<file path="src/sttp_pkg.sv">
// sttp_pkg: shared types, character constants and lookup functions
// for the stream target path parser; no dependencies
package sttp_pkg;

  localparam int INDEX_BITS_DEF = 32;
  localparam int STREAM_INDEX_W = 32;

  localparam logic [3:0] MARK_LEN = 4'd9;

  localparam logic [7:0] CH_SLASH = 8'h2f;
  localparam logic [7:0] CH_QUEST = 8'h3f;
  localparam logic [7:0] CH_SPACE = 8'h20;
  localparam logic [7:0] CH_ZERO  = 8'h30;
  localparam logic [7:0] CH_NINE  = 8'h39;

  localparam logic [1:0] KIND_VIDEO   = 2'd0;
  localparam logic [1:0] KIND_AUDIO   = 2'd1;
  localparam logic [1:0] KIND_CONTROL = 2'd2;
  localparam logic [1:0] KIND_NONE    = 2'd3;

  localparam logic [2:0] KIND_ALL = 3'b111;

  typedef enum logic [1:0] {
    PH_KIND,
    PH_INDEX,
    PH_TAIL,
    PH_REJECT
  } phase_t;

  typedef struct packed {
    logic completed;
    logic found;
    logic lead_ok;
  } marker_stat_t;

  typedef struct packed {
    logic                      ok;
    logic [1:0]                kind;
    logic [STREAM_INDEX_W-1:0] index;
  } verdict_t;

  // "streamid=" by position
  function automatic logic [7:0] mark_char(input logic [3:0] pos);
    logic [7:0] ch;
    case (pos)
      4'd0:    ch = 8'h73;
      4'd1:    ch = 8'h74;
      4'd2:    ch = 8'h72;
      4'd3:    ch = 8'h65;
      4'd4:    ch = 8'h61;
      4'd5:    ch = 8'h6d;
      4'd6:    ch = 8'h69;
      4'd7:    ch = 8'h64;
      4'd8:    ch = 8'h3d;
      default: ch = 8'h00;
    endcase
    return ch;
  endfunction

  function automatic logic [2:0] kind_len(input logic [1:0] kind);
    logic [2:0] len;
    case (kind)
      KIND_VIDEO:   len = 3'd5;
      KIND_AUDIO:   len = 3'd5;
      KIND_CONTROL: len = 3'd7;
      default:      len = 3'd0;
    endcase
    return len;
  endfunction

  // "video", "audio", "control" by position
  function automatic logic [7:0] kind_char(input logic [1:0] kind, input logic [2:0] pos);
    logic [7:0] ch;
    ch = 8'h00;
    case (kind)
      KIND_VIDEO: begin
        case (pos)
          3'd0:    ch = 8'h76;
          3'd1:    ch = 8'h69;
          3'd2:    ch = 8'h64;
          3'd3:    ch = 8'h65;
          3'd4:    ch = 8'h6f;
          default: ch = 8'h00;
        endcase
      end
      KIND_AUDIO: begin
        case (pos)
          3'd0:    ch = 8'h61;
          3'd1:    ch = 8'h75;
          3'd2:    ch = 8'h64;
          3'd3:    ch = 8'h69;
          3'd4:    ch = 8'h6f;
          default: ch = 8'h00;
        endcase
      end
      KIND_CONTROL: begin
        case (pos)
          3'd0:    ch = 8'h63;
          3'd1:    ch = 8'h6f;
          3'd2:    ch = 8'h6e;
          3'd3:    ch = 8'h74;
          3'd4:    ch = 8'h72;
          3'd5:    ch = 8'h6f;
          3'd6:    ch = 8'h6c;
          default: ch = 8'h00;
        endcase
      end
      default: ch = 8'h00;
    endcase
    return ch;
  endfunction

endpackage

</file>
<file path="src/sttp_marker.sv">
// sttp_marker: search for the first "streamid=" marker and its lead
// depends on sttp_pkg
module sttp_marker (
  input  logic                      clk,
  input  logic                      rst,
  input  logic                      en,
  input  logic [7:0]                char_code,
  input  logic                      last_char,
  output sttp_pkg::marker_stat_t    stat
);

  logic [3:0] progress;
  logic       found;
  logic       lead_ok;
  logic       prior_slash;

  logic [3:0] progress_next;
  logic       found_next;
  logic       lead_ok_next;
  logic       completed;

  always_comb begin
    progress_next = progress;
    found_next    = found;
    lead_ok_next  = lead_ok;
    completed     = 1'b0;
    if (!found) begin
      if (progress < sttp_pkg::MARK_LEN && sttp_pkg::mark_char(progress) == char_code) begin
        if (progress == 4'd0) begin
          lead_ok_next = prior_slash;
        end
        progress_next = progress + 4'd1;
      end else if (char_code == sttp_pkg::mark_char(4'd0)) begin
        lead_ok_next  = prior_slash;
        progress_next = 4'd1;
      end else begin
        progress_next = 4'd0;
      end
      if (progress_next == sttp_pkg::MARK_LEN) begin
        found_next = 1'b1;
        completed  = 1'b1;
      end
    end
  end

  assign stat.completed = completed;
  assign stat.found     = found_next;
  assign stat.lead_ok   = lead_ok_next;

  always_ff @(posedge clk) begin
    if (rst) begin
      progress    <= 4'd0;
      found       <= 1'b0;
      lead_ok     <= 1'b0;
      prior_slash <= 1'b1;
    end else if (en) begin
      if (last_char) begin
        progress    <= 4'd0;
        found       <= 1'b0;
        lead_ok     <= 1'b0;
        prior_slash <= 1'b1;
      end else begin
        progress    <= progress_next;
        found       <= found_next;
        lead_ok     <= lead_ok_next;
        prior_slash <= (char_code == sttp_pkg::CH_SLASH);
      end
    end
  end

endmodule

</file>
<file path="src/sttp_parser.sv">
// sttp_parser: kind word, index and tail parser with verdict logic
// depends on sttp_pkg; takes marker status from sttp_marker
module sttp_parser #(
  parameter int INDEX_BITS = sttp_pkg::INDEX_BITS_DEF
) (
  input  logic                      clk,
  input  logic                      rst,
  input  logic                      en,
  input  logic [7:0]                char_code,
  input  logic                      last_char,
  input  sttp_pkg::marker_stat_t    mstat,
  output sttp_pkg::verdict_t        verdict
);

  localparam int WIDE_W = INDEX_BITS + 4;

  sttp_pkg::phase_t      phase;
  logic [2:0]            word_pos;
  logic [2:0]            cands;
  logic [INDEX_BITS-1:0] index_value;
  logic                  has_digit;
  logic                  leading_zero;
  logic                  tail_seen;
  logic                  stopped;

  sttp_pkg::phase_t      phase_next;
  logic [2:0]            word_pos_next;
  logic [2:0]            cands_next;
  logic [INDEX_BITS-1:0] index_value_next;
  logic                  has_digit_next;
  logic                  leading_zero_next;
  logic                  tail_seen_next;
  logic                  stopped_next;

  logic [WIDE_W-1:0]     index_wide;
  logic                  is_digit;

  // lowest kind whose word ends at the position, or none
  function automatic logic [1:0] complete_kind(input logic [2:0] cs, input logic [2:0] pos);
    logic [1:0] k;
    k = sttp_pkg::KIND_NONE;
    if (cs[2] && pos == sttp_pkg::kind_len(sttp_pkg::KIND_CONTROL)) begin
      k = sttp_pkg::KIND_CONTROL;
    end
    if (cs[1] && pos == sttp_pkg::kind_len(sttp_pkg::KIND_AUDIO)) begin
      k = sttp_pkg::KIND_AUDIO;
    end
    if (cs[0] && pos == sttp_pkg::kind_len(sttp_pkg::KIND_VIDEO)) begin
      k = sttp_pkg::KIND_VIDEO;
    end
    return k;
  endfunction

  assign is_digit   = (char_code >= sttp_pkg::CH_ZERO) && (char_code <= sttp_pkg::CH_NINE);
  assign index_wide = ({4'd0, index_value} << 3) + ({4'd0, index_value} << 1)
                    + WIDE_W'(char_code[3:0]);

  always_comb begin
    logic [1:0] k;
    k                 = complete_kind(cands, word_pos);
    phase_next        = phase;
    word_pos_next     = word_pos;
    cands_next        = cands;
    index_value_next  = index_value;
    has_digit_next    = has_digit;
    leading_zero_next = leading_zero;
    tail_seen_next    = tail_seen;
    stopped_next      = stopped;
    if (mstat.completed) begin
      phase_next        = sttp_pkg::PH_KIND;
      word_pos_next     = 3'd0;
      cands_next        = sttp_pkg::KIND_ALL;
      index_value_next  = '0;
      has_digit_next    = 1'b0;
      leading_zero_next = 1'b0;
      tail_seen_next    = 1'b0;
      stopped_next      = 1'b0;
    end else if (!stopped && phase != sttp_pkg::PH_REJECT) begin
      if (char_code == sttp_pkg::CH_QUEST || char_code == sttp_pkg::CH_SPACE) begin
        stopped_next = 1'b1;
      end else begin
        case (phase)
          sttp_pkg::PH_KIND: begin
            if (char_code == sttp_pkg::CH_SLASH) begin
              if (k == sttp_pkg::KIND_NONE) begin
                phase_next = sttp_pkg::PH_REJECT;
              end else begin
                cands_next = 3'b001 << k;
                phase_next = sttp_pkg::PH_INDEX;
              end
            end else begin
              for (int i = 0; i < 3; i++) begin
                if (word_pos >= sttp_pkg::kind_len(2'(i)) ||
                    sttp_pkg::kind_char(2'(i), word_pos) != char_code) begin
                  cands_next[i] = 1'b0;
                end
              end
              if (word_pos != 3'd7) begin
                word_pos_next = word_pos + 3'd1;
              end
            end
          end
          sttp_pkg::PH_INDEX: begin
            if (char_code == sttp_pkg::CH_SLASH) begin
              phase_next = has_digit ? sttp_pkg::PH_TAIL : sttp_pkg::PH_REJECT;
            end else if (!is_digit || (has_digit && leading_zero)) begin
              phase_next = sttp_pkg::PH_REJECT;
            end else if (index_wide[WIDE_W-1:INDEX_BITS] != 4'd0) begin
              phase_next = sttp_pkg::PH_REJECT;
            end else begin
              if (!has_digit && char_code == sttp_pkg::CH_ZERO) begin
                leading_zero_next = 1'b1;
              end
              index_value_next = index_wide[INDEX_BITS-1:0];
              has_digit_next   = 1'b1;
            end
          end
          sttp_pkg::PH_TAIL: begin
            if (!tail_seen && char_code == sttp_pkg::CH_ZERO) begin
              tail_seen_next = 1'b1;
            end else begin
              phase_next = sttp_pkg::PH_REJECT;
            end
          end
          default: begin
            phase_next = sttp_pkg::PH_REJECT;
          end
        endcase
      end
    end
  end

  always_comb begin
    logic [1:0] kf;
    logic [1:0] kt;
    logic       ok;
    logic [1:0] kind;
    logic [sttp_pkg::STREAM_INDEX_W-1:0] idx;
    kf   = complete_kind(cands_next, word_pos_next);
    kt   = cands_next[0] ? sttp_pkg::KIND_VIDEO :
           (cands_next[1] ? sttp_pkg::KIND_AUDIO : sttp_pkg::KIND_CONTROL);
    ok   = 1'b0;
    kind = sttp_pkg::KIND_VIDEO;
    idx  = '0;
    if (!(mstat.found && !mstat.lead_ok)) begin
      if (phase_next == sttp_pkg::PH_KIND) begin
        if (kf != sttp_pkg::KIND_NONE) begin
          ok   = 1'b1;
          kind = kf;
        end
      end else if (phase_next == sttp_pkg::PH_TAIL && tail_seen_next) begin
        kind = kt;
        idx  = sttp_pkg::STREAM_INDEX_W'(index_value_next);
        ok   = !(kt == sttp_pkg::KIND_VIDEO && index_value_next > INDEX_BITS'(1));
      end
    end
    verdict.ok    = ok;
    verdict.kind  = ok ? kind : sttp_pkg::KIND_VIDEO;
    verdict.index = ok ? idx : '0;
  end

  always_ff @(posedge clk) begin
    if (rst) begin
      phase        <= sttp_pkg::PH_KIND;
      word_pos     <= 3'd0;
      cands        <= sttp_pkg::KIND_ALL;
      index_value  <= '0;
      has_digit    <= 1'b0;
      leading_zero <= 1'b0;
      tail_seen    <= 1'b0;
      stopped      <= 1'b0;
    end else if (en) begin
      if (last_char) begin
        phase        <= sttp_pkg::PH_KIND;
        word_pos     <= 3'd0;
        cands        <= sttp_pkg::KIND_ALL;
        index_value  <= '0;
        has_digit    <= 1'b0;
        leading_zero <= 1'b0;
        tail_seen    <= 1'b0;
        stopped      <= 1'b0;
      end else begin
        phase        <= phase_next;
        word_pos     <= word_pos_next;
        cands        <= cands_next;
        index_value  <= index_value_next;
        has_digit    <= has_digit_next;
        leading_zero <= leading_zero_next;
        tail_seen    <= tail_seen_next;
        stopped      <= stopped_next;
      end
    end
  end

  a_reset_after_last: assert property (@(posedge clk) disable iff (rst)
    $past(en && last_char) |-> (phase == sttp_pkg::PH_KIND && cands == sttp_pkg::KIND_ALL
                                && !stopped && index_value == '0))
    else $error("parser state not cleared after last word");

  a_single_kind_past_word: assert property (@(posedge clk) disable iff (rst)
    (phase == sttp_pkg::PH_INDEX || phase == sttp_pkg::PH_TAIL) |-> $onehot(cands))
    else $error("more than one kind left after the kind word");

  a_tail_needs_digit: assert property (@(posedge clk) disable iff (rst)
    (phase == sttp_pkg::PH_TAIL) |-> has_digit)
    else $error("tail reached without an index digit");

endmodule

</file>
<file path="src/stream_target_path_parser.sv">
// stream_target_path_parser: top level with input and result registers
// depends on sttp_pkg, sttp_marker, sttp_parser
//
// usage:
//   slave channel s_*: one character of the target text per word,
//   s_tlast set on the final character of a target.
//   master channel m_*: one verdict word per target, sent after the
//   word that carried s_tlast.
// datapath: a character word is registered at the input and parsed from
//   the input register; for the last character the verdict is then loaded
//   into the result register, which drives m_tvalid.
// throughput: one character per cycle while no final character waits on a
//   pending verdict; marker and parser state update as each one is parsed.
// reset: rst clears the input and result valid flags and all parse state;
//   the next character starts a new target.
// stall: while a verdict waits on m_tready the next target's characters
//   keep flowing; a second final character waits in the input register
//   with s_tready low until the pending verdict is taken.
module stream_target_path_parser #(
  parameter int INDEX_BITS = sttp_pkg::INDEX_BITS_DEF
) (
  input  logic        clk,
  input  logic        rst,
  input  logic        s_tvalid,
  output logic        s_tready,
  input  logic [7:0]  s_tdata,   // [7:0] char_code
  input  logic        s_tlast,   // last_char
  output logic        m_tvalid,
  input  logic        m_tready,
  output logic [39:0] m_tdata    // [0] target_valid, [2:1] stream_kind, [34:3] stream_index
);

  logic                   in_valid;
  logic [7:0]             in_char;
  logic                   in_last;
  logic                   proc;
  logic                   load;

  logic                   out_valid;
  sttp_pkg::verdict_t     out_verdict;

  sttp_pkg::marker_stat_t mstat;
  sttp_pkg::verdict_t     verdict;

  assign proc     = in_valid && (!in_last || !out_valid || m_tready);
  assign load     = proc && in_last;
  assign s_tready = !in_valid || proc;

  always_ff @(posedge clk) begin
    if (rst) begin
      in_valid <= 1'b0;
    end else if (s_tvalid && s_tready) begin
      in_valid <= 1'b1;
    end else if (proc) begin
      in_valid <= 1'b0;
    end
  end

  always_ff @(posedge clk) begin
    if (s_tvalid && s_tready) begin
      in_char <= s_tdata;
      in_last <= s_tlast;
    end
  end

  sttp_marker u_marker (
    .clk       (clk),
    .rst       (rst),
    .en        (proc),
    .char_code (in_char),
    .last_char (in_last),
    .stat      (mstat)
  );

  sttp_parser #(
    .INDEX_BITS (INDEX_BITS)
  ) u_parser (
    .clk       (clk),
    .rst       (rst),
    .en        (proc),
    .char_code (in_char),
    .last_char (in_last),
    .mstat     (mstat),
    .verdict   (verdict)
  );

  always_ff @(posedge clk) begin
    if (rst) begin
      out_valid <= 1'b0;
    end else if (load) begin
      out_valid <= 1'b1;
    end else if (m_tready) begin
      out_valid <= 1'b0;
    end
  end

  always_ff @(posedge clk) begin
    if (load) begin
      out_verdict <= verdict;
    end
  end

  assign m_tvalid = out_valid;
  assign m_tdata  = {5'd0, out_verdict.index, out_verdict.kind, out_verdict.ok};

  a_rise_needs_last: assert property (@(posedge clk) disable iff (rst)
    $rose(m_tvalid) |-> $past(load))
    else $error("verdict raised without a final character");

  a_reject_is_zero: assert property (@(posedge clk) disable iff (rst)
    (m_tvalid && !out_verdict.ok) |-> (out_verdict.kind == sttp_pkg::KIND_VIDEO
                                       && out_verdict.index == '0))
    else $error("rejected verdict carries a kind or index");

  a_no_overwrite: assert property (@(posedge clk) disable iff (rst)
    (m_tvalid && !m_tready) |-> !load)
    else $error("pending verdict overwritten");

  a_kind_legal: assert property (@(posedge clk) disable iff (rst)
    m_tvalid |-> out_verdict.kind != sttp_pkg::KIND_NONE)
    else $error("illegal stream kind");

endmodule

</file>
<file path="config.mk">
export PLATFORM = sky130hd
export DESIGN_NAME = stream_target_path_parser
export DESIGN_NICKNAME = d
export VERILOG_FILES = /design/src/sttp_pkg.sv /design/src/sttp_marker.sv /design/src/sttp_parser.sv /design/src/stream_target_path_parser.sv
export SDC_FILE = /design/constraint.sdc
export NUM_CORES = 1
export LEC_CHECK = 0
export BUFFER_PORTS_ARGS = -buffer_cell sky130_fd_sc_hd__buf_4
export CAP_MARGIN = 40
export CORE_AREA = 8 8 99 190
export CTS_CLUSTER_DIAMETER = 150
export DETAILED_ROUTE_END_ITERATION = 10
export DIE_AREA = 0 0 107 198
export GPL_ROUTABILITY_DRIVEN = 0
export PLACE_DENSITY = 0.68
export SKIP_LAST_GASP = 1
export SLEW_MARGIN = 20
export SYNTH_ARGS = -nofsm -noshare
export SYNTH_HDL_FRONTEND = slang
export SYNTH_SLANG_ARGS = --single-unit
</file>
<file path="constraint.sdc">
create_clock -name clk -period 5.4 [get_ports clk]
set_input_delay 0.54 -clock clk [delete_from_list [all_inputs] [get_ports clk]]
set_output_delay 0.54 -clock clk [all_outputs]
set_load 0.01 [all_outputs]
</file>
-- Word level (Yosys, flattened, before mapping)
Memories as Yosys holds them, arrays and structs flattened. A register that Yosys moved wholly into a read port is not among the register bits.
Cells that the tools add are included.
- $add $sub $neg: 4
- magnitude comparators: 6
- equal/unequal tests: 31
- shift-type cells: 1
- mux-type cells: 129
- bitwise logic cells: 2
- reduce and logical (&&, ||, !) cells: 54
- operator list (operator ; number):
    32-bit 2-to-1 mux ; 8
    8-bit 2-to-1 mux ; 16
    3-bit 2-to-1 mux ; 24
    7-bit case mux with 5 select lines ; 2
    1-bit 2-to-1 mux ; 52
    7-bit case mux with 6 select lines ; 1
    2-bit 2-to-1 mux ; 19
    35-bit by 33-bit adder with 36-bit output ; 1
    36-bit by 4-bit adder with 36-bit output ; 1
    8-bit by 6-bit equality test with 1-bit output, second input constant ; 4
    32-bit by 1-bit > comparator with 1-bit output, second input constant ; 1
    4-bit 2-to-1 mux ; 6
    8-bit inequality test ; 3
    3-bit equality test, second input constant ; 6
    1-bit logical AND ; 18
    3-bit inequality test, second input constant ; 4
    3-bit nonzero test ; 4
    1-bit zero test ; 9
    8-bit by 7-bit equality test with 1-bit output, second input constant ; 1
    8-bit equality test ; 1
    8-bit by 6-bit >= comparator with 1-bit output, second input constant ; 1
    8-bit by 6-bit less-or-equal comparator with 1-bit output, second input constant ; 1
    1-bit logical OR ; 8
    8-bit AND reduction ; 1
    24 further kinds ; 35
- register bits: 97
- memory bits (read-only): 112
- input port bits: 13
- output and inout port bits: 42
- word-level logic and storage cells: 247
- memories kept: 1
- memory list (memory ; depth ; width ; read ports ; clocked after memory_dff ; write ports ; line ; RTL):
    (name not given) ; 16 ; 7 ; 1 ; 1 ; 0 ; sttp_pkg.sv:45 ; case (pos)

-- Longest topological paths before layout
Gate-level depths: netlist (run 1).
- depth in word-level cells: 27
- mapped depth: 19
- mapped depth without buffers: 15

-- Cells and area by module
From an unflattened synthesis (run 1), not the netlist that was laid out.
- cells, all modules: 890
- area total of the unflattened synthesis: 7942.6 µm²
- modules (own cells, without submodules) (module ; instances ; cells each ; area an instance (µm²) ; sequential area each (µm²)):
    sttp_parser ; 1 ; 724 ; 5594.1 ; 880.8
    stream_target_path_parser ; 1 ; 62 ; 1466.4 ; 1361.3
    sttp_marker ; 1 ; 104 ; 882.1 ; 280.3

-- Worst setup path before layout (run 1)
No wires, ideal clock.
- path type: register -> register
- start: reg in_char[3]
- end: reg out_verdict, in the netlist m_tdata[1], data pin
- library setup time: 203 ps
- arrival time: 4074 ps
- data required time: 5197 ps
- path slack: 1123 ps
- cell stages (with the launch flop): 16
- buffers on the path: 1
- period minus slack after synthesis: 4277 ps
- cells stage by stage: edfxtp_1 > clkbuf_1 > inv_1 > fa_1 > fa_1 > nand2b_1 > a21oi_1 > o21ai_1 > a311o_1 > nand3_1 > mux2i_1 > a31oi_1 > or3_1 > a211oi_2 > nand2_1 > a2111oi_1
- word-level cells in the longest chain between the ends: 19
- elaborated cells on any way between the ends: 95
- classes of those cells: add/sub (1); order compare (3); eq/ne (14); mux (55); bitwise (1); reduce/logical (21)
- ends and longest elaborated chain (item ; line ; RTL):
    from (decl) ; stream_target_path_parser.sv:34 ; logic [7:0] in_char;
    from (signal assigned) ; stream_target_path_parser.sv:61 ; in_char <= s_tdata;
    parallel branches: the longest is 19 deep, another holds 36-bit by 4-bit adder with 36-bit output ; - ;
    to (signal assigned) ; stream_target_path_parser.sv:99 ; out_verdict <= verdict;
    to (decl) ; stream_target_path_parser.sv:40 ; sttp_pkg::verdict_t out_verdict;
Parallel ways; which one is timed is not known. The select of a mux whose other input is x is not followed.
A chain may end at the register's enable or synchronous reset.

-- Worst setup path in the final report (run 1)
- start: reg in_char[3]
- end: reg out_verdict, in the netlist m_tdata[22], data pin
- word-level cells in the longest chain between the ends: 19
- elaborated cells on any way between the ends: 93
- classes of those cells: add/sub (1); order compare (3); eq/ne (14); mux (52); bitwise (2); reduce/logical (21)
- ends and longest elaborated chain (item):
    parallel branches: the longest is 19 deep, another holds 36-bit by 4-bit adder with 36-bit output
Parallel ways; which one is timed is not known. The select of a mux whose other input is x is not followed.

==> summary.txt, run 1 <==
Detailed routing
  – Initial detailed-routing violation count: 720
  – Vias per inst: 6.36
  – Routed WL: 25.9 mm
  – Via count: 7516
  – Wire per inst: 21.9 um
  – Pre-antenna DRT Iters: 5
  – ANT nets after route: 0
  – DRC Markers: 0

Clock network
  – Post-CTS Setup Inserts: 0
  – Clk pin slew, worst setup/hold paths: 0.08 ns
  – CTS Hold Buffers Added: 0
  – Clock buffer depth: 2
  – PostCTS Resize Cnt: 0
  – H-Tree Level Count: 3
  – Cts bufs inserted: 9
  – Clock latency at the later pin of the worst-skew pair: 0.36 ns
  – CTS tree: built
  – CTS Root Cell: clkbuf_16
  – Clk sinks: 104

Finish
  – Area of the multi-input gates: 5060 um2
  – Fraction of layout cells with a size suffix above 1: 0.115
  – Area Overhead vs Synth: 9.11%
  – # diodes: 0
  – Fin cells: 1181
  – Register area: 2520 um2
  – Fin nets: 1058
  – # fillers: 1552
  – Final Instance Area: 8740 um2

GRT
  – Total gr overflow: 0
  – Largest net degree at the start of global routing: 56
  – Total GRT Usage: 0.247
  – Antenna violations before repair: 0
  – First-pass GRT wire length: 40.7 mm
  – Number of global-route vias before repair: 7453

Critical path
  – FF-to-FF Start: in_char[3]$_DFFE_PP_
  – CP cell instances: inv_1 -> fa_1 -> inv_1 -> ha_1 -> a21o_1 -> nand3_1 -> a2111oi_0 -> o31ai_1 -> o31ai_1 -> mux2i_1 -> a31oi_1 -> nand3b_1 -> or2_1 -> buf_4 -> nor3_1
  – Worst reg2reg path endpoint: m_tdata[22]$_SDFFCE_PP0P_
  – Req. time, crit path: 5.52 ns
  – Max incr delay on CP: 0.76 ns
  – CP Launch Type: flip-flop
  – Flop-to-flop setup slack: 0.52 ns
  – Crit path capture type: flip-flop
  – Crit path DAT: 5.00 ns
  – Crit Path Category: flip-flop to flip-flop
  – Worst Path Max Fanout: 25
  – Largest delay contributor family on the critical path: compound AO/OA/AOI/OAI gates
  – Bufs and invs on worst path: 3
  – Reg2Reg Depth: 15
  – Crit-path slowest cell: a2111oi_0

Pwr
  – Power share of the sequential group: 0.538
  – PD cells: 179 nW/um2
  – Leak: 3.61 nW
  – Worst vdd ir: 136 uV
  – P_int: 0.00118 W
  – Switching share of total power: 0.245
  – Comb pwr share: 0.063
  – Clock power share: 0.400
  – Sw power: 0.000382 W

Synthesis
  – Top_reg_cell synth: dfxtp_1
  – Area contributors post-synth: edfxtp_1 (16%), dfxtp_1 (15%), ha_1 (11%)
  – Cell Area, Synth: 8010 um2
  – Warnings from Yosys: 0
  – Avg Inst Size Synth: 8.41 um2
  – Ys async rst share: 0
  – Synth area leader: edfxtp_1
  – Seq cells post-synth: 104
  – Synth unique cells: 81
  – Sequential area share after synthesis: 0.315
  – Synth top area share: 0.165
  – Syn Inst Count: 952
  – Post-synth EDFFs: 44

STA
  – Max Fclk: 0.205 GHz
  – Post-Route Setup TNS: 0 ns
  – Clk_skew: 0.0146 ns
  – RSZ-0062 raised after global routing: no
  – Slew headroom: 0.452
  – Slew Viols, Final: 0
  – Final Setup Violations: 0
  – Hold WS: 0.352 ns
  – Tightest Pin Transition: 0.802 ns
  – Crit share post-route: 0.904
  – Final hold viol count: 0
  – Crit path time final: 4.88 ns

Die
  – Die Y: 198 um
  – Die ar.: 21200 um2
  – Cell Rows: 66
  – Core footprint: 16300 um2
  – Initial core utilization: 0.492
  – Die width: 107 um
  – # IOs: 55

Job
  – Max Cap Viol: 0

Worst hold path
  – Worst hold path type: primary input to flip-flop
  – Hold Crit Start: s_tdata[2]
  – WHS Path Cells: 1
  – WHS Endpoint: in_char[2]$_DFFE_PP_

Run status
  – Status: complete, no violations

Placed design
  – Placed cell area: 8450 um2
  – Post-Place Cells: 1163
  – Detailed placement HPWL: 20.1 mm
  – Port bufs: 49
-- power groups by stage --
stage | combinational (W) | clock (W) | sequential [W]
after floorplan | 0.0000640 | 0 | 0.000853
after global placement | 0.0000936 | 0 | 0.000858
after detailed placement | 0.0000963 | 0 | 0.000858
after CTS | 0.0000964 | 0.000628 | 0.000840
after global routing | 0.000107 | 0.000654 | 0.000842
final | 0.0000978 | 0.000624 | 0.000840
-- logic make-up after synthesis --
family | Yosys count | synth area share
and+or+nand+nor | 355 | 0.218
buffers and inverters | 91 | 0.0556
adders and majority gates | 73 | 0.116
other | 1 | 0.000468
xor gates and xnor gates | 39 | 0.0426
DFF | 104 | 0.315
muxes | 30 | 0.0384
AOI/OAI and AO/OA | 259 | 0.214
-- synthesized netlist by cell type, drive strengths merged, types with 10 or more instances --
master / n
or3: 10
dfxtp: 60
buf: 27
a22oi: 17
nor3: 28
nand4: 13
nand2: 70
clkbuf: 37
o21ai: 44
a31oi: 12
a21o: 17
inv: 26
edfxtp: 44
nand3: 27
mux2i: 24
nor4: 14
xor2: 16
xnor2: 23
a32oi: 11
nand2b: 13
ha: 71
and3: 14
a21oi: 84
nor2: 119
-- worst register-to-register path: stages, from the launching register on --
cell	delay, ns
edfxtp_1	0.35
inv_1	0.10
fa_1	0.59
inv_1	0.06
ha_1	0.27
a21o_1	0.17
nand3_1	0.22
a2111oi_0	0.77
o31ai_1	0.18
o31ai_1	0.11
mux2i_1	0.20
a31oi_1	0.47
nand3b_1	0.26
or2_1	0.29
buf_4	0.23
nor3_1	0.38
-- routing by layer --
layer | share of wire | track usage
met1 | 0.35 | 0.239
met5 | 0 | 0
met2 | 0.54 | 0.459
met4 | 0.077 | 0.191
met3 | 0.041 | 0.0296
-- stage by stage --
step                      power (W)  utilization  worst slack [ns]
after global placement     0.000952        0.518             0.788
after floorplan            0.000917            -              1.12
final                       0.00156        0.537             0.518
after CTS                   0.00156        0.536             0.694
after detailed placement   0.000954        0.519             0.707
after global routing        0.00160        0.537             0.293
-- worst max path at each step --
stage / start / end / slack (ns) / cells after the start
6_report: in_char[3]$_DFFE_PP_ / m_tdata[22]$_SDFFCE_PP0P_ / 0.52 / 15
5_1_grt: in_char[3]$_DFFE_PP_ / m_tdata[26]$_SDFFCE_PP0P_ / 0.29 / 15
4_1_cts: in_char[3]$_DFFE_PP_ / m_tdata[22]$_SDFFCE_PP0P_ / 0.69 / 15
3_5_place_dp: in_char[3]$_DFFE_PP_ / m_tdata[22]$_SDFFCE_PP0P_ / 0.71 / 15
3_3_place_gp: in_char[3]$_DFFE_PP_ / m_tdata[22]$_SDFFCE_PP0P_ / 0.79 / 15
2_1_floorplan: in_char[3]$_DFFE_PP_ / m_tdata[1]$_SDFFCE_PP0P_ / 1.12 / 15
-- cell type report --
type	instances	area share
Multi-Input combinational cell	761	0.579
Sequential cell	104	0.289
Timing Repair Buffer	69	0.0601
Tap cell	204	0.0292
Clock buffer	9	0.0258
Inverter	27	0.0116
Clock inverter	7	0.00587
-- state kept, by name (all words and copies together), names as in the netlist, named ones only --
signal and flops:
in_char 8, u_marker.lead_ok 1, in_last 1, u_parser.has_digit 1, u_marker.progress 4, m_tvalid 1
u_parser.stopped 1, in_valid 1, u_parser.cands 3, u_parser.tail_seen 1, u_marker.found 1, u_parser.word_pos 3
m_tdata 35, u_parser.index_value 32, u_parser.phase 2, u_marker.prior_slash 1, u_parser.leading_zero 1
-- cell usage in the layout (no fill, tap or decap), drive strengths merged, types with 6 or more instances in the layout --
master,count
nor2,119
a21oi,84
ha,71
nand2,70
buf,68
dfxtp,60
edfxtp,44
o21ai,44
inv,30
nor3,28
nand3,27
mux2i,24
xnor2,23
a22oi,17
a21o,17
xor2,16
nor4,14
and3,14
nand2b,13
nand4,13
a31oi,12
a32oi,11
or3,10
clkbuf,10
o21a,9
o211ai,8
and2,8
a211oi,8
o22ai,7
or2,7
mux2,6
o31ai,6
Note: power is estimated with default switching activity, not from simulation.
==> inputs of run 2 (changes only) <==
--- a/config.mk
+++ b/config.mk
@@ -5,14 +5,15 @@
 export SDC_FILE = /design/constraint.sdc
 export NUM_CORES = 1
 export LEC_CHECK = 0
+export ABC_AREA = 1
 export BUFFER_PORTS_ARGS = -buffer_cell sky130_fd_sc_hd__buf_4
 export CAP_MARGIN = 40
-export CORE_AREA = 8 8 99 190
+export CORE_AREA = 8 8 101 194
 export CTS_CLUSTER_DIAMETER = 150
 export DETAILED_ROUTE_END_ITERATION = 10
-export DIE_AREA = 0 0 107 198
+export DIE_AREA = 0 0 109 202
 export GPL_ROUTABILITY_DRIVEN = 0
-export PLACE_DENSITY = 0.68
+export PLACE_DENSITY = 0.67
 export SKIP_LAST_GASP = 1
 export SLEW_MARGIN = 20
 export SYNTH_ARGS = -nofsm -noshare
==> summary.txt, run 2 <==
Run status
  – Status: complete, no violations

STA
  – Max Fclk: 0.202 GHz (-1.3%)
  – Final hold viol count: 0 (unchanged)
  – Clk_skew: 0.0121 ns (-0.00248 ns)
  – Tightest Pin Transition: 0.641 ns (-0.161 ns)
  – Crit share post-route: 0.916 (+0.0121)
  – Crit path time final: 4.95 ns (+0.0655 ns)
  – Post-Route Setup TNS: 0 ns (unchanged)
  – Slew Viols, Final: 0 (unchanged)
  – Final Setup Violations: 0 (unchanged)
  – RSZ-0062 raised after global routing: no
  – Slew headroom: 0.570 (+0.119)

Finish
  – # fillers: 1706 (+9.9%)
  – Fraction of layout cells with a size suffix above 1: 0.111 (-0.00380)
  – Area of the multi-input gates: 4930 um2 (-2.4%)
  – Max FFs per register: 35 (unchanged)
  – Register area: 2520 um2 (unchanged)
  – Most frequent cells in the layout: nand2_1 (338), inv_1 (160), a21oi_1 (85)
  – Fin nets: 1317 (+24%)
  – # diodes: 0 (unchanged)
  – Area Overhead vs Synth: 9.39%
  – Most common cell after layout, fill and taps aside: nand2_1

Pwr
  – Total power: 0.00155 W (-1.0%)
  – Worst vdd ir: 122 uV (-11%)
  – Leak: 4.38 nW (+21%)
  – PD cells: 170 nW/um2 (-4.6%)

Die
  – Die ar.: 22000 um2 (+3.9%)
  – Initial core utilization: 0.485 (-0.00753)
  – Die Y: 202 um (+2.0%)
  – Core footprint: 17100 um2 (+5.1%)
  – # IOs: 55 (unchanged)
  – Die width: 109 um (+1.9%)
  – Cell Rows: 68 (+3.0%)

Detailed routing
  – Pre-antenna DRT Iters: 5 (unchanged)
  – DRC Markers: 0 (unchanged)
  – Via count: 7968 (+6.0%)
  – Routed WL: 22.4 mm (-14%)
  – Wire per inst: 15.5 um (-29%)
  – Initial detailed-routing violation count: 622 (-14%)
  – Vias per inst: 5.51 (-13%)
  – ANT nets after route: 0 (unchanged)

Clock network
  – CTS tree: built
  – CTS Hold Buffers Added: 0 (unchanged)
  – Clk pin slew, worst setup/hold paths: 0.07 ns (about the same)
  – PostCTS Resize Cnt: 0 (unchanged)
  – Clock latency at the later pin of the worst-skew pair: 0.36 ns (about the same)
  – Post-CTS Setup Inserts: 0 (unchanged)
  – H-Tree Level Count: 3 (unchanged)
  – Cts bufs inserted: 9 (unchanged)
  – Clock buffer depth: 2 (unchanged)
  – Clk sinks: 104 (unchanged)
  – CTS Root Cell: clkbuf_16

GRT
  – Number of global-route vias before repair: 7422 (-0.42%)
  – Antenna violations before repair: 0 (unchanged)
  – Met2 usage in global routing: 0.313 (-0.146)
  – GRT busiest layer: met2
  – Met3 Use GR: 0.0249 (-0.00475)
  – Largest net degree at the start of global routing: 44 (-21%)
  – Met1 layer usage reported by global route: 0.283 (+0.0440)
  – Total gr overflow: 0 (unchanged)
  – Total GRT Usage: 0.205 (-0.0417)
  – First-pass GRT wire length: 36.6 mm (-10%)

Critical path
  – Crit-path slowest cell: fa_1
  – Max incr delay on CP: 0.55 ns (-0.21 ns)
  – CP Launch Type: flip-flop
  – Bufs and invs on worst path: 3 (unchanged)
  – Worst Path Max Fanout: 17 (-32%)
  – Crit path capture type: flip-flop
  – Crit Path Category: flip-flop to flip-flop
  – Crit path DAT: 5.15 ns (+0.15 ns)
  – Largest delay contributor family on the critical path: simple AND/OR/NAND/NOR gates
  – Critical path's most frequent cell: nand2_1
  – Req. time, crit path: 5.61 ns (+0.09 ns)

Synthesis
  – Syn Inst Count: 1197 (+26%)
  – Synth area leader: edfxtp_1
  – Top_reg_cell synth: dfxtp_1
  – Top cells by count, synth: nand2_1 (338), inv_1 (160), a21oi_1 (85)
  – Count leader, synth: nand2_1
  – Avg Inst Size Synth: 6.93 um2 (-18%)
  – Seq cells post-synth: 104 (unchanged)
  – Synth unique cells: 52 (-36%)
  – Warnings from Yosys: 0 (unchanged)
  – Cell Area, Synth: 8290 um2 (+3.5%)
  – Ys async rst share: 0 (unchanged)
  – Sequential area share after synthesis: 0.304 (-0.0107)
  – Area contributors post-synth: edfxtp_1 (16%), nand2_1 (15%), dfxtp_1 (14%)
  – Synth top area share: 0.159 (-0.00560)
  – Post-synth EDFFs: 44 (unchanged)

Worst hold path
  – Worst hold path type: primary input to flip-flop

Placed design
  – Port bufs: 49 (unchanged)
  – Detailed placement HPWL: 17.6 mm (-12%)

Job
  – Max Cap Viol: 0 (unchanged)
run 2: cell count changes in the layout (fill, tap and decap cells not counted), moves of 14 or more:
cell	delta
nand2_1	+268
inv_1	+134
nand3_1	+43
nand4_1	+39
nor2_1	-39
nor2_2	+32
mux2i_1	-23
nor3_1	-19
a21o_1	-15
o21ai_0	-15
a22oi_1	-14
run 2: path summary, 6_finish.rpt:
kind	cells past startpoint	startpoint	to	slack (ns)
setup / recovery	29	in_char[3]$_DFFE_PP_	m_tdata[17]$_SDFFCE_PP0P_	0.45
hold / removal	1	s_tdata[7]	in_char[7]$_DFFE_PP_	0.36
setup reg to reg	29	in_char[3]$_DFFE_PP_	m_tdata[17]$_SDFFCE_PP0P_	0.45
hold reg to reg	2	u_parser.leading_zero$_SDFFE_PP0P_	u_parser.leading_zero$_SDFFE_PP0P_	0.46
run 2: routing by layer:
metal | wire length [um] | part of all wire
met5 | 0 | 0
met4 | 656 | 0.029
met3 | 1580 | 0.071
met2 | 10200 | 0.46
met1 | 9930 | 0.44
run 2: power breakdown:
group          switching, W  internal (W)   total, W
clock              0.000296      0.000309   0.000605
sequential        0.0000117      0.000830   0.000842
combinational     0.0000659     0.0000337  0.0000995
run 2: cells by family (layout without fill, tap and decap cells):
family                     after synthesis  after routing  share of synthesized area
other                                    1              5                   0.000452
xor gates and xnor gates                36             36                     0.0380
buffers and inverters                  214            248                      0.105
DFF                                    104            104                      0.304
and+or+nand+nor                        608            609                      0.328
adders and majority gates               73             73                      0.112
muxes                                    1              1                    0.00121
AOI/OAI and AO/OA                      160            160                      0.111
run 2: worst reg2reg max path: cells and delay by family (launching register included):
kind          cells  cell delay [ns]
fa+ha+maj         2             1.02
buf+inv           3             0.55
flops             1             0.52
simple gates     24             2.72
run 2: stage by stage:
| step | setup WS, ns | utilization | instance area (um2) | cells | hold WS [ns] |
|---|---|---|---|---|---|
| 2_1_floorplan | 1.48 | - | 8310 | 1201 | 0.433 |
| 3_3_place_gp | 0.505 | 0.514 | 8790 | 1429 | 0.448 |
| 3_5_place_dp | 0.382 | 0.514 | 8790 | 1429 | 0.453 |
| 4_1_cts | 0.364 | 0.529 | 9050 | 1445 | 0.348 |
| 5_1_grt | 0.00534 | 0.530 | 9070 | 1446 | 0.347 |
| 6_report | 0.453 | 0.530 | 9070 | 1446 | 0.357 |
run 2: area by class of cell:
class,instances,area share
inverter,175,0.0724
multi-input combinational,884,0.544
clock inverter,6,0.00400
timing repair buffer,57,0.0472
clock buffer,10,0.0252
sequential,104,0.278
tap,210,0.0290
